File: config.mk
export PLATFORM = sky130hd
export DESIGN_NAME = sgvs_div_step
export DESIGN_NICKNAME = d
export VERILOG_FILES = /design/src/design/sgvs_pkg.sv /design/src/design/sgvs_div_step.sv
export SDC_FILE = /design/constraint.sdc
export NUM_CORES = 1
export LEC_CHECK = 0
export ABC_AREA = 1
export BUFFER_PORTS_ARGS = -buffer_cell sky130_fd_sc_hd__buf_2
export CORE_MARGIN = 5
export CORE_UTILIZATION = 53
export DETAILED_ROUTE_END_ITERATION = 8
export PLACE_DENSITY = 0.87
export SLEW_MARGIN = 10
export SYNTH_ARGS = -nofsm -noshare
export SYNTH_HDL_FRONTEND = slang
export SYNTH_SLANG_ARGS = --single-unit
File: constraint.sdc
create_clock -name vclk -period 2.3
set_clock_uncertainty 0.15 [all_clocks]
set_input_delay 0.23 -clock vclk [all_inputs]
set_output_delay 0.23 -clock vclk [all_outputs]
set_load 0.01 [all_outputs]
File: src/design/sgvs_pkg.sv
// Shared types, widths and codes for the star glyph vertex shader.
`default_nettype none

package sgvs_pkg;

    localparam int IDX_W      = 10;
    localparam int BASE_W     = 16;
    localparam int ENTRY_W    = 3 * BASE_W;
    localparam int POS_W      = 24;
    localparam int RAD_W      = 16;
    localparam int ERR_W      = 16;
    localparam int ANISO_W    = 16;
    localparam int SCALE_W    = 16;
    localparam int THR_W      = 15;
    localparam int GAIN_W     = 32;
    localparam int PROD_W     = 48;
    localparam int REM_W      = 23;
    localparam int DIV_W      = 22;
    localparam int Q_W        = 8;
    localparam int CH_W       = 8;
    localparam int DIV_STEPS  = 8;
    localparam int S_DATA_W   = 184;
    localparam int M_DATA_W   = 96;
    localparam int CFG_IDX_W  = 2;
    localparam int CFG_DATA_W = 16;

    localparam logic CMD_WRITE = 1'b0;
    localparam logic CMD_GEN   = 1'b1;

    typedef enum logic [CFG_IDX_W-1:0] {
        CFG_SCALE        = 2'd0,
        CFG_ERR_THRESH   = 2'd1,
        CFG_ANISO_THRESH = 2'd2
    } cfg_index_t;

    localparam logic [SCALE_W-1:0] SCALE_RST      = 16'd1300;
    localparam logic [THR_W-1:0]   ERR_THRESH_RST = 15'd30;
    localparam logic [ANISO_W-1:0] ANISO_RST      = 16'd0;

    localparam logic [CH_W-1:0]  CH_FULL = 8'hFF;
    localparam logic [POS_W-1:0] POS_MAX = 24'h7F_FFFF;
    localparam logic [POS_W-1:0] POS_MIN = 24'h80_0000;

    // Round-to-nearest bias for dropping 22 fraction bits.
    localparam logic [PROD_W:0] ROUND_BIAS = 49'd2097152;

    typedef struct packed {
        logic [REM_W-1:0] rem;
        logic [Q_W-1:0]   q;
    } div_state_t;

    typedef struct packed {
        logic                    in_range;
        logic                    vis;
        logic                    err_pos;
        logic                    last;
        logic signed [POS_W-1:0] pos_x;
        logic signed [POS_W-1:0] pos_y;
        logic signed [POS_W-1:0] pos_z;
        logic [GAIN_W-1:0]       gain;
        logic [THR_W-1:0]        mag;
        logic [THR_W-1:0]        thr;
    } st1_t;

    typedef struct packed {
        logic                     vis;
        logic                     err_pos;
        logic                     last;
        logic signed [POS_W-1:0]  pos_x;
        logic signed [POS_W-1:0]  pos_y;
        logic signed [POS_W-1:0]  pos_z;
        logic signed [PROD_W-1:0] prod_x;
        logic signed [PROD_W-1:0] prod_y;
        logic signed [PROD_W-1:0] prod_z;
        logic [REM_W-1:0]         num;
        logic [THR_W-1:0]         thr;
    } st2_t;

    typedef struct packed {
        logic             vis;
        logic             err_pos;
        logic             last;
        logic [POS_W-1:0] x;
        logic [POS_W-1:0] y;
        logic [POS_W-1:0] z;
        logic [DIV_W-1:0] div;
        div_state_t       ds;
    } dv_t;

endpackage

`default_nettype wire

File: src/design/sgvs_div_step.sv
// One restoring division step: yields one quotient bit, MSB first.
`default_nettype none

module sgvs_div_step
    import sgvs_pkg::*;
(
    input  wire div_state_t       cur,
    input  wire logic [DIV_W-1:0] divisor,
    output div_state_t            nxt
);

    logic             take;
    logic [REM_W-1:0] diff;

    assign take = cur.rem >= REM_W'(divisor);
    assign diff = take ? (cur.rem - REM_W'(divisor)) : cur.rem;

    // Remainder stays below twice the divisor, so the shift cannot overflow.
    assign nxt.rem = {diff[REM_W-2:0], 1'b0};
    assign nxt.q   = {cur.q[Q_W-2:0], take};

endmodule

`default_nettype wire

==> results.yml, run 1 <==
synth:
  syn-num-nets: 495
  synth_warnings: 0
  syn_avg_cell_area_um2: 5.48
  yosysSeqAreaShare_pct: 0
  syn_area_mm2: 0.00230
  synthCells: 419
  post_synth_num_cell_types: 30
outcome:
  failed_stage: "global routing"
  status: "stopped before the end"
  tool.error: "[ERROR GRT-0232] Routing congestion too high. Check the congestion heatmap in the GUI."
sta:
  endpoint_type: "output port"
  grt_worst_setup_endpoint: "nxt[27]"
placed_design:
  dp_cells: 588
  dp_hpwl_um: 5900
  gp_congestion: 0.894
  io_buffers: 68
floorplan:
  initial_core_util_pct: 53.8
  die_w_um: 75.8
  row_count: 24
  die-height_um: 75.8
  io_pins: 84
grt:
  overflow: 130
  grt_usage_pct: 72.6
  grt_max_degree: 14
-- timing repair --
action | CTS
gates cloned | 2
endpoints found under the setup margin | 22
gates resized for setup | 53
setup buffers | 10
hold buffers | 0
pin swaps | 16
-- logic make-up after synthesis --
group / share of synthesized area [%]
other: 0.163
adder cells (fa/ha/maj): 12.9
AO/OA/AOI/OAI: 7.41
AND/OR/NAND/NOR: 54.6
XOR/XNOR: 3.43
buffers and inverters: 21.5
-- metrics by stage --
stage	utilization, %	TNS (ps)	setup slack [ps]	cell area [µm²]	hold WS [ps]
2_1_floorplan	-	0	250	2300	402
3_3_place_gp	71.4	-3670	-323	3050	310
3_5_place_dp	71.4	-5160	-428	3050	310
4_1_cts	81.5	0	1.90	3480	310
-- cell usage after synthesis (all sizes together), types with 2 or more instances --
cell    number  area [µm²]
a21oi       13        68.8
nand4        4        40.0
nand3       43         320
inv         93         349
buf         14         141
nand2      167         674
nor2        27         134
xor2         9        78.8
nor3         5        35.0
and2         2        12.5
o21bai       2        15.0
nand3b       5        37.5
ha          22         275
o21ai        9        78.8
-- routing by layer --
metal	GRT overflow	GRT usage, %
met3	0	47.0
met1	0	66.3
met5	0	12.0
met2	80	97.1
met4	50	88.9
==> run 2, diff against run 1 <==
--- a/config.mk
+++ b/config.mk
@@ -8,9 +8,9 @@
 export ABC_AREA = 1
 export BUFFER_PORTS_ARGS = -buffer_cell sky130_fd_sc_hd__buf_2
 export CORE_MARGIN = 5
-export CORE_UTILIZATION = 53
+export CORE_UTILIZATION = 40
 export DETAILED_ROUTE_END_ITERATION = 8
-export PLACE_DENSITY = 0.87
+export PLACE_DENSITY_LB_ADDON = 0.15
 export SLEW_MARGIN = 10
 export SYNTH_ARGS = -nofsm -noshare
 export SYNTH_HDL_FRONTEND = slang
==> run 2 against run 1 <==
The run now ends clean. Synthesized cell count unchanged. Area after synthesis unchanged.
==> results.yml, run 2 <==
grt:
  grt_pass1_wl_um: 10700
  overflow: 0
  grt_usage_pct: 17.0
  antenna_found_initial: 0
  grt_pass1_vias: 2420
  grt_max_degree: 14
final_layout:
  finalInstanceArea_mm2: 0.00351
  post_layout_nonfiller_instances: 584
  nFillCells: 549
  antenna_cells: 0
  clock_buffers: 0
  layout-drive-gt1-share_pct: 49.6
  syn2layout_area_growth_pct: 53.0
  final_cell_mix: "nand2_1, inv_1, buf_2"
  final_common_cell: "nand2_1"
  n_sequential_cell: 0
  nNetsFinal: 590
  regArea_um2: 0
critical_path:
  cp_cell_sequence: "buf_2 > inv_1 > ha_4 > nand2_1 > nand2_1 > a21oi_2 > nand2_2 > nand2_2 > nand4_4 > clkbuf_16 > o21ai_2 > buf_2"
  setup.worst_path.start_class: "input port"
  path_class: "in -> out"
  required_ps: 1920
  cp.arrival_ps: 1850
  cp_slowest_cell: "clkbuf_16"
  slowest_delay_ps: 260
  end_kind: "primary output"
  path_max_fanout: 6
route:
  post_drt_wl_per_cell_um: 12.3
  dr.pass1.iters: 5
  first_iter_violations: 145
  wl_um: 7160
  postRouteAntennaNets: 0
  viasPerCell: 4.67
  drc: 0
  dr_total_vias: 2729
placed_design:
  place_area_mm2: 0.00282
  gp_congestion: 0.854
  io_buffers: 68
  dp_hpwl_um: 5540
  dp_cells: 570
sta:
  hold_slack_ps: 310
  post-route-period-util_pct: 97.0
  drv_slew: 0
  fmax_mhz: 448
  rsz0062_at_grt: "true"
  setup_viol: 0
  hold_viol_final: 0
  period_minus_slack_ps: 2230
hold_path:
  worst_hold_startpoint: "cur[0]"
  min_path_cells: 0
  holdPathEnd: "nxt[1]"
  worst_hold_path_type: "in -> out"
floorplan:
  die_w_um: 85.8
  initial_core_util_pct: 41.4
  die-height_um: 85.8
  core_mm2: 0.00554
  row_count: 27
  io_pins: 84
  dieArea_mm2: 0.00735
flow_run:
  maxCapViolCount: 0
power:
  vdd_drop_max_mv: 0.119
  power.density_mw_per_mm2: 286
  p_leak_nw: 1.95
  p_total_mw: 1.00
synth:
  synth_top_area_share_pct: 24.5
  syn_area_mm2: 0.00230
  post-synth-top-count-cell: "nand2_1"
  yosysSeqAreaShare_pct: 0
  synth_largest_area_cell: "nand2_1"
  syn-num-nets: 495
  synth_common_cells: "nand2_1, inv_1, ha_1, nand3_1, nand3_2"
  post_synth_num_cell_types: 30
  synthCells: 419
  ys_top_cells_by_area: "nand2_1, inv_1, ha_1"
  synth_warnings: 0
  syn_avg_cell_area_um2: 5.48
clock_network:
  hold_buffers: 0
outcome:
  status: "complete, no violations"
[run 2: power by group]
group          leakage (nW)  switching [mW]  internal [mW]  total (mW)
logic                  1.95           0.541          0.462        1.00
clock network             0               0              0           0
registers                 0               0              0           0
[run 2: how the worst max path moves through the flow]
stage / end / startpoint / cells past startpoint
after floorplan: nxt[21] / cur[8] / 13
after global placement: nxt[27] / cur[22] / 13
after detailed placement: nxt[26] / cur[21] / 13
after CTS: nxt[30] / cur[20] / 12
after global routing: nxt[16] / divisor[6] / 12
final: nxt[10] / divisor[6] / 12
[run 2: what timing repair did]
| action | in CTS | in global routing |
|---|---|---|
| setup buffers | 0 | 12 |
| endpoints found under the hold margin | 0 | 0 |
| gates resized for setup | 6 | 110 |
| cloned | 0 | 2 |
| pin swaps | 0 | 47 |
| setup endpoints to repair | 16 | 22 |
[run 2: kinds of logic (layout without fill, tap and decap cells)]
| group | after synthesis | after routing | synth area share, % |
|---|---|---|---|
| buffers and inverters | 108 | 201 | 21.5 |
| adder cells (fa/ha/maj) | 23 | 23 | 12.9 |
| AO/OA/AOI/OAI | 25 | 25 | 7.41 |
| AND/OR/NAND/NOR | 253 | 253 | 54.6 |
| other | 1 | 1 | 0.163 |
| XOR/XNOR | 9 | 9 | 3.43 |
[run 2: worst max-delay path, delay by kind of cell]
family,cells,cell delay [ps]
buffers and inverters,4,580
and+or+nand+nor,5,570
adders and majority gates,1,230
AOI/OAI and AO/OA,2,230
[run 2: area by class of cell]
type	count	area, µm²	share of cell area, %
multi-input cells	311	2320	66.1
well taps	72	90.1	2.57
inverters	94	355	10.1
repair buffers	107	744	21.2
[run 2: per-stage QoR]
stage | setup TNS [ps] | util, % | setup WS (ps)
after CTS | 0 | 51.7 | 4.15
after global placement | -673 | 50.9 | -81.3
final | 0 | 63.4 | 70.1
after detailed placement | -1130 | 50.9 | -114
after floorplan | 0 | - | 250
after global routing | -143 | 63.4 | -19.7
[run 2: layer usage]
layer	GRT usage (%)	share of wire [%]
met1	23.8	45
met2	30.2	50
met3	1.06	5.2
met4	0.288	0
met5	0	0
(Power assumes the default switching activity.)
