==> src/design/sgvs_pkg.sv <==
// Shared types, widths and codes for the star glyph vertex shader.
`default_nettype none

package sgvs_pkg;

    localparam int IDX_W      = 10;
    localparam int BASE_W     = 16;
    localparam int ENTRY_W    = 3 * BASE_W;
    localparam int POS_W      = 24;
    localparam int RAD_W      = 16;
    localparam int ERR_W      = 16;
    localparam int ANISO_W    = 16;
    localparam int SCALE_W    = 16;
    localparam int THR_W      = 15;
    localparam int GAIN_W     = 32;
    localparam int PROD_W     = 48;
    localparam int REM_W      = 23;
    localparam int DIV_W      = 22;
    localparam int Q_W        = 8;
    localparam int CH_W       = 8;
    localparam int DIV_STEPS  = 8;
    localparam int S_DATA_W   = 184;
    localparam int M_DATA_W   = 96;
    localparam int CFG_IDX_W  = 2;
    localparam int CFG_DATA_W = 16;

    localparam logic CMD_WRITE = 1'b0;
    localparam logic CMD_GEN   = 1'b1;

    typedef enum logic [CFG_IDX_W-1:0] {
        CFG_SCALE        = 2'd0,
        CFG_ERR_THRESH   = 2'd1,
        CFG_ANISO_THRESH = 2'd2
    } cfg_index_t;

    localparam logic [SCALE_W-1:0] SCALE_RST      = 16'd1300;
    localparam logic [THR_W-1:0]   ERR_THRESH_RST = 15'd30;
    localparam logic [ANISO_W-1:0] ANISO_RST      = 16'd0;

    localparam logic [CH_W-1:0]  CH_FULL = 8'hFF;
    localparam logic [POS_W-1:0] POS_MAX = 24'h7F_FFFF;
    localparam logic [POS_W-1:0] POS_MIN = 24'h80_0000;

    // Round-to-nearest bias for dropping 22 fraction bits.
    localparam logic [PROD_W:0] ROUND_BIAS = 49'd2097152;

    typedef struct packed {
        logic [REM_W-1:0] rem;
        logic [Q_W-1:0]   q;
    } div_state_t;

    typedef struct packed {
        logic                    in_range;
        logic                    vis;
        logic                    err_pos;
        logic                    last;
        logic signed [POS_W-1:0] pos_x;
        logic signed [POS_W-1:0] pos_y;
        logic signed [POS_W-1:0] pos_z;
        logic [GAIN_W-1:0]       gain;
        logic [THR_W-1:0]        mag;
        logic [THR_W-1:0]        thr;
    } st1_t;

    typedef struct packed {
        logic                     vis;
        logic                     err_pos;
        logic                     last;
        logic signed [POS_W-1:0]  pos_x;
        logic signed [POS_W-1:0]  pos_y;
        logic signed [POS_W-1:0]  pos_z;
        logic signed [PROD_W-1:0] prod_x;
        logic signed [PROD_W-1:0] prod_y;
        logic signed [PROD_W-1:0] prod_z;
        logic [REM_W-1:0]         num;
        logic [THR_W-1:0]         thr;
    } st2_t;

    typedef struct packed {
        logic             vis;
        logic             err_pos;
        logic             last;
        logic [POS_W-1:0] x;
        logic [POS_W-1:0] y;
        logic [POS_W-1:0] z;
        logic [DIV_W-1:0] div;
        div_state_t       ds;
    } dv_t;

endpackage

`default_nettype wire

==> src/design/sgvs_place.sv <==
// Round a scaled offset to Q16.8, add it to the position and saturate.
`default_nettype none

module sgvs_place
    import sgvs_pkg::*;
(
    input  wire logic signed [POS_W-1:0]  pos,
    input  wire logic signed [PROD_W-1:0] prod,
    output logic             [POS_W-1:0]  coord
);

    logic [PROD_W:0]   biased;
    logic [26:0]       off;
    logic [POS_W+3:0]  sum;
    logic              fits;

    assign biased = {prod[PROD_W-1], prod} + ROUND_BIAS;
    // Arithmetic shift right by 22: floor of the biased product.
    assign off    = biased[PROD_W:22];
    assign sum    = {{4{pos[POS_W-1]}}, pos} + {off[26], off};
    assign fits   = (sum[POS_W+3:POS_W-1] == 5'b00000) || (sum[POS_W+3:POS_W-1] == 5'b11111);
    assign coord  = fits ? sum[POS_W-1:0] : (sum[POS_W+3] ? POS_MIN : POS_MAX);

endmodule

`default_nettype wire

==> config.mk <==
export PLATFORM = sky130hd
export DESIGN_NAME = sgvs_place
export DESIGN_NICKNAME = d
export VERILOG_FILES = /design/src/design/sgvs_pkg.sv /design/src/design/sgvs_place.sv
export SDC_FILE = /design/constraint.sdc
export NUM_CORES = 1
export LEC_CHECK = 0
export ABC_AREA = 1
export BUFFER_PORTS_ARGS = -buffer_cell sky130_fd_sc_hd__buf_2
export CAP_MARGIN = 30
export CORE_UTILIZATION = 24
export DETAILED_ROUTE_END_ITERATION = 16
export PLACE_DENSITY = 0.57
export SETUP_SLACK_MARGIN = 0.4
export SYNTH_ARGS = -nofsm -noshare
export SYNTH_HDL_FRONTEND = slang
export SYNTH_SLANG_ARGS = --single-unit
==> constraint.sdc <==
create_clock -name vclk -period 2.8
set_input_delay 0.14 -clock vclk [all_inputs]
set_output_delay 0.14 -clock vclk [all_outputs]
set_load 0.01 [all_outputs]
=== Word-level counts from Yosys, hierarchy flattened ===
Index checks and enable logic that the tools add are counted.

* Output and inout bits: 24
* Register bits after elaboration: 0
* Input bits: 72

* Add/sub/neg operators: 2
* Equal/unequal tests: 1
* Reduce and logical (&&, ||, !) cells: 2
* Multiplexer cells: 2

{| class="wikitable"
|+ Operators with widths
! cell !! number
|-
| 48-bit by 23-bit adder with 49-bit output, second input constant || 1
|-
| 24-bit two-way mux || 2
|-
| 24-bit by 27-bit adder with 28-bit output || 1
|-
| 5-bit equality test, second input constant || 1
|-
| 5-bit zero test || 1
|-
| 1-bit logical OR || 1
|}

=== Longest topological paths before layout ===
* Depth in word-level cells: 5
* Depth in mapped cells: 28
* Depth with buffers taken out: 27

=== Worst setup path after synthesis ===
OpenSTA, ideal clock, no wires.

* Path kind: input-to-output
* From: in prod[21]
* To: out coord[13]
* Stages on the path: 24
* Required time: 2.660 ns
* Arrival: 2.902 ns
* Slack: -0.242 ns
* Cell sequence: ha_1 nand2_1 nor2_1 nand2_1 nor2_1 nand3_1 nor2_1 nand3_1 nand3b_1 xnor2_1 ha_1 nand2_2 nor2_1 inv_1 nor3_2 nand2_1 nand4_1 nand2_2 nor2_1 nand2_1 nand2_4 buf_12 nand2_2 nand2_2

* Longest elaborated chain between the ends: 5
* Elaborated cells between the ends (all ways): 7
* Those cells by class: 2 x add/sub; 1 x eq/ne; 2 x mux; 2 x reduce/logical

{| class="wikitable"
|+ RTL lines
! what !! line !! RTL
|-
| start: declaration || sgvs_place.sv:8 || <nowiki>input wire logic signed [PROD_W-1:0] prod,</nowiki>
|-
| 48-bit by 23-bit adder with 49-bit output (*) || sgvs_place.sv:17 || <nowiki>assign biased = {prod[PROD_W-1], prod} + ROUND_BIAS;</nowiki>
|-
| 24-bit by 27-bit adder with 28-bit output (*) || sgvs_place.sv:20 || <nowiki>assign sum = {{4{pos[POS_W-1]}}, pos} + {off[26], off};</nowiki>
|-
| 5-bit equality test or 5-bit zero test (tied branches) || sgvs_place.sv:21 || <nowiki>assign fits = (sum[POS_W+3:POS_W-1] == 5'b00000) || (sum[POS_W+3:POS_W-1] == 5'b11111);</nowiki>
|-
| 1-bit logical OR || sgvs_place.sv:21 ||
|-
| 24-bit two-way mux (*) || sgvs_place.sv:22 || <nowiki>assign coord = fits ? sum[POS_W-1:0] : (sum[POS_W+3] ? POS_MIN : POS_MAX);</nowiki>
|-
| end: declaration || sgvs_place.sv:9 || <nowiki>output logic [POS_W-1:0] coord</nowiki>
|}

Every way passes the cells marked *; elsewhere a longest branch is shown, timed or not.

=== Worst setup path after layout ===
* From: in prod[21]
* To: out coord[18]

The elaborated chain is that of the path after synthesis.

==> results.txt <==
status -> finished, violations left
violated checks -> setup timing
most common cell after layout, fill and taps aside -> nand2_1
worst-path fanout max -> 8
Final setup viols -> 24
placed cell areas -> 0.00428 mm2
crit path to -> coord[18]
DRT antenna net count -> 0
average vias per placed instance -> 4.31
Max-Cap Viols -> 0
Required @ worst endpoint -> 2660 ps
pin count of the biggest net entering global routing -> 16
crit path from -> prod[21]
final worst setup slack -> -628 ps
Synth Area per Inst -> 5.64 um2
relative slew slack -> 0.738
critical path buffer and inverter count -> 7
drt wl/cell -> 11.5 um
post-synthesis sequential area ratio -> 0
Worst EP arrival -> 3290 ps
first-pass GRT wire length -> 15700 um
Least-Margin Pin Slew -> 391 ps
post-layout min period -> 3430 ps
CP max-delay cell -> ha_1
sequential cells -> 0
cell repeated most along the worst path -> nand2_2
fin. max-slew vios -> 0
grt ovf -> 0
Final Util -> 0.422
drc violations -> 0
Nets -> 801
area grow syn2layout -> 69.0%
Peak VDD IR -> 0.115 mV
I/O Buffers -> 75
delay-heaviest family, CP -> simple AND/OR/NAND/NOR gates
Initial Util -> 0.250
critical path depth in cells -> 27
Fillers -> 1252
Finished Cell Area -> 0.00490 mm2
Final period util -> 1.22
Final Routed Wirelength -> 9590 um
most frequent cells in the layout -> nand2_1 (126), buf_4 (103), inv_1 (85)
initial antenna violation count -> 0
share of cells above drive strength 1 -> 0.481
Multi-input gate area -> 0.00294 mm2
Mapped Cells -> 514
clock buffers -> 0
I/O pin count -> 96
dpl hpwl -> 8170 um
mapped cell area -> 0.00290 mm2
Crit. End Element -> output pin
Synth Warn # -> 0
Die Y -> 112 um
WS Path Type -> in2out
Total GRT Usage -> 0.151
Final Hold Viols -> 0
Fmax achieved -> 292 MHz
Power Density -> 267 mW/mm2
core area -> 0.0116 mm2
Hold WC Path Type -> in2out
die area -> 0.0125 mm2
Initial DRC Count -> 110
gpl congestion -> 0.948
number of global-route vias before repair -> 3476
1st-pass router iterations -> 4
via count -> 3600
Critical Path Start Type -> input pin
Reg area -> 0 um2
Ant. Diodes -> 0
num rows -> 39
syn nets -> 620
post-synth top area share -> 0.193
worst hold start -> pos[0]
RSZ-0062 raised after global routing -> true
biggest area consumer among synthesized cells -> nand2_1
Lkg Pwr -> 0.00265 uW
Yosys cell types -> 31
CP max stage delay -> 270 ps
Die X -> 112 um
top cells by area, synth -> nand2_1 (19%), ha_1 (14%), nand2_2 (12%)
Tot Pwr -> 1310 uW
[timing repair]
item,in CTS,in global routing
pin swaps,33,41
hold buffers,0,0
setup endpoints to repair,24,24
buffers inserted,4,5
resized for setup,65,52
hold endpoints to repair,0,0
cloned,1,0
[logic make-up after synthesis]
logic type | Yosys count | synth area share
buffers and inverters | 96 | 0.147
and+or+nand+nor | 312 | 0.518
xor gates and xnor gates | 43 | 0.130
AOI/OAI and AO/OA | 29 | 0.0561
adders and majority gates | 34 | 0.149
[report_power, final]
part	switching [uW]	internal, uW	total [uW]
Sequential	0	0	0
Clock	0	0	0
Combinational	671	635	1310
Total	671	635	1310
[metrics by stage]
step                      hold slack, ps  setup TNS (ps)  setup slack [ps]  std cells
final                                685          -14320              -628        836
after global routing                 703          -20620              -885        836
after CTS                            685          -14510              -638        831
after detailed placement             691          -18250              -784        826
after global placement               688          -17840              -770        826
after floorplan                      506           -3010              -152        514
[synth_stat cells (2+ instances only)]
cell type / instances
nand4_1: 7
nor2_2: 8
a21oi_1: 20
nor4_1: 2
a31oi_1: 2
nand2_2: 55
nand3_1: 23
xor2_1: 29
xnor2_1: 14
nor3_1: 6
o21ai_0: 2
nand2_1: 149
a21oi_2: 2
ha_1: 33
nand2_4: 4
nand3_2: 5
inv_1: 90
nor2_1: 47
buf_12: 4
[area by class of cell]
cell class	count	area share
Tap cell	143	0.0365
Timing Repair Buffer	184	0.293
Inverter	91	0.0697
Multi-Input combinational cell	418	0.601
[worst min path at each step]
| stage | to | slack (ps) | cells after the start |
|---|---|---|---|
| final | coord[0] | 680 | 5 |
| after global placement | coord[0] | 690 | 5 |
| after CTS | coord[0] | 680 | 5 |
| after global routing | coord[0] | 700 | 5 |
| after floorplan | coord[0] | 510 | 3 |
| after detailed placement | coord[0] | 690 | 5 |
[metal layers]
layer / up-vias / GRT usage / wire, um / share of wire
li1: 1938 / - / - / -
met1: 1593 / 0.199 / 4440 / 0.46
met2: 59 / 0.273 / 4790 / 0.50
met3: 10 / 0.00708 / 214 / 0.022
met4: 0 / 0.0270 / 150 / 0.016
met5: - / 0 / 0 / 0
[worst min-delay path: cells and delay by family]
kind | cells | cell delay, ps
buffers and inverters | 2 | 170
adder cells (fa/ha/maj) | 1 | 130
AND/OR/NAND/NOR | 2 | 100
Note: power is estimated with default switching activity, not from simulation.
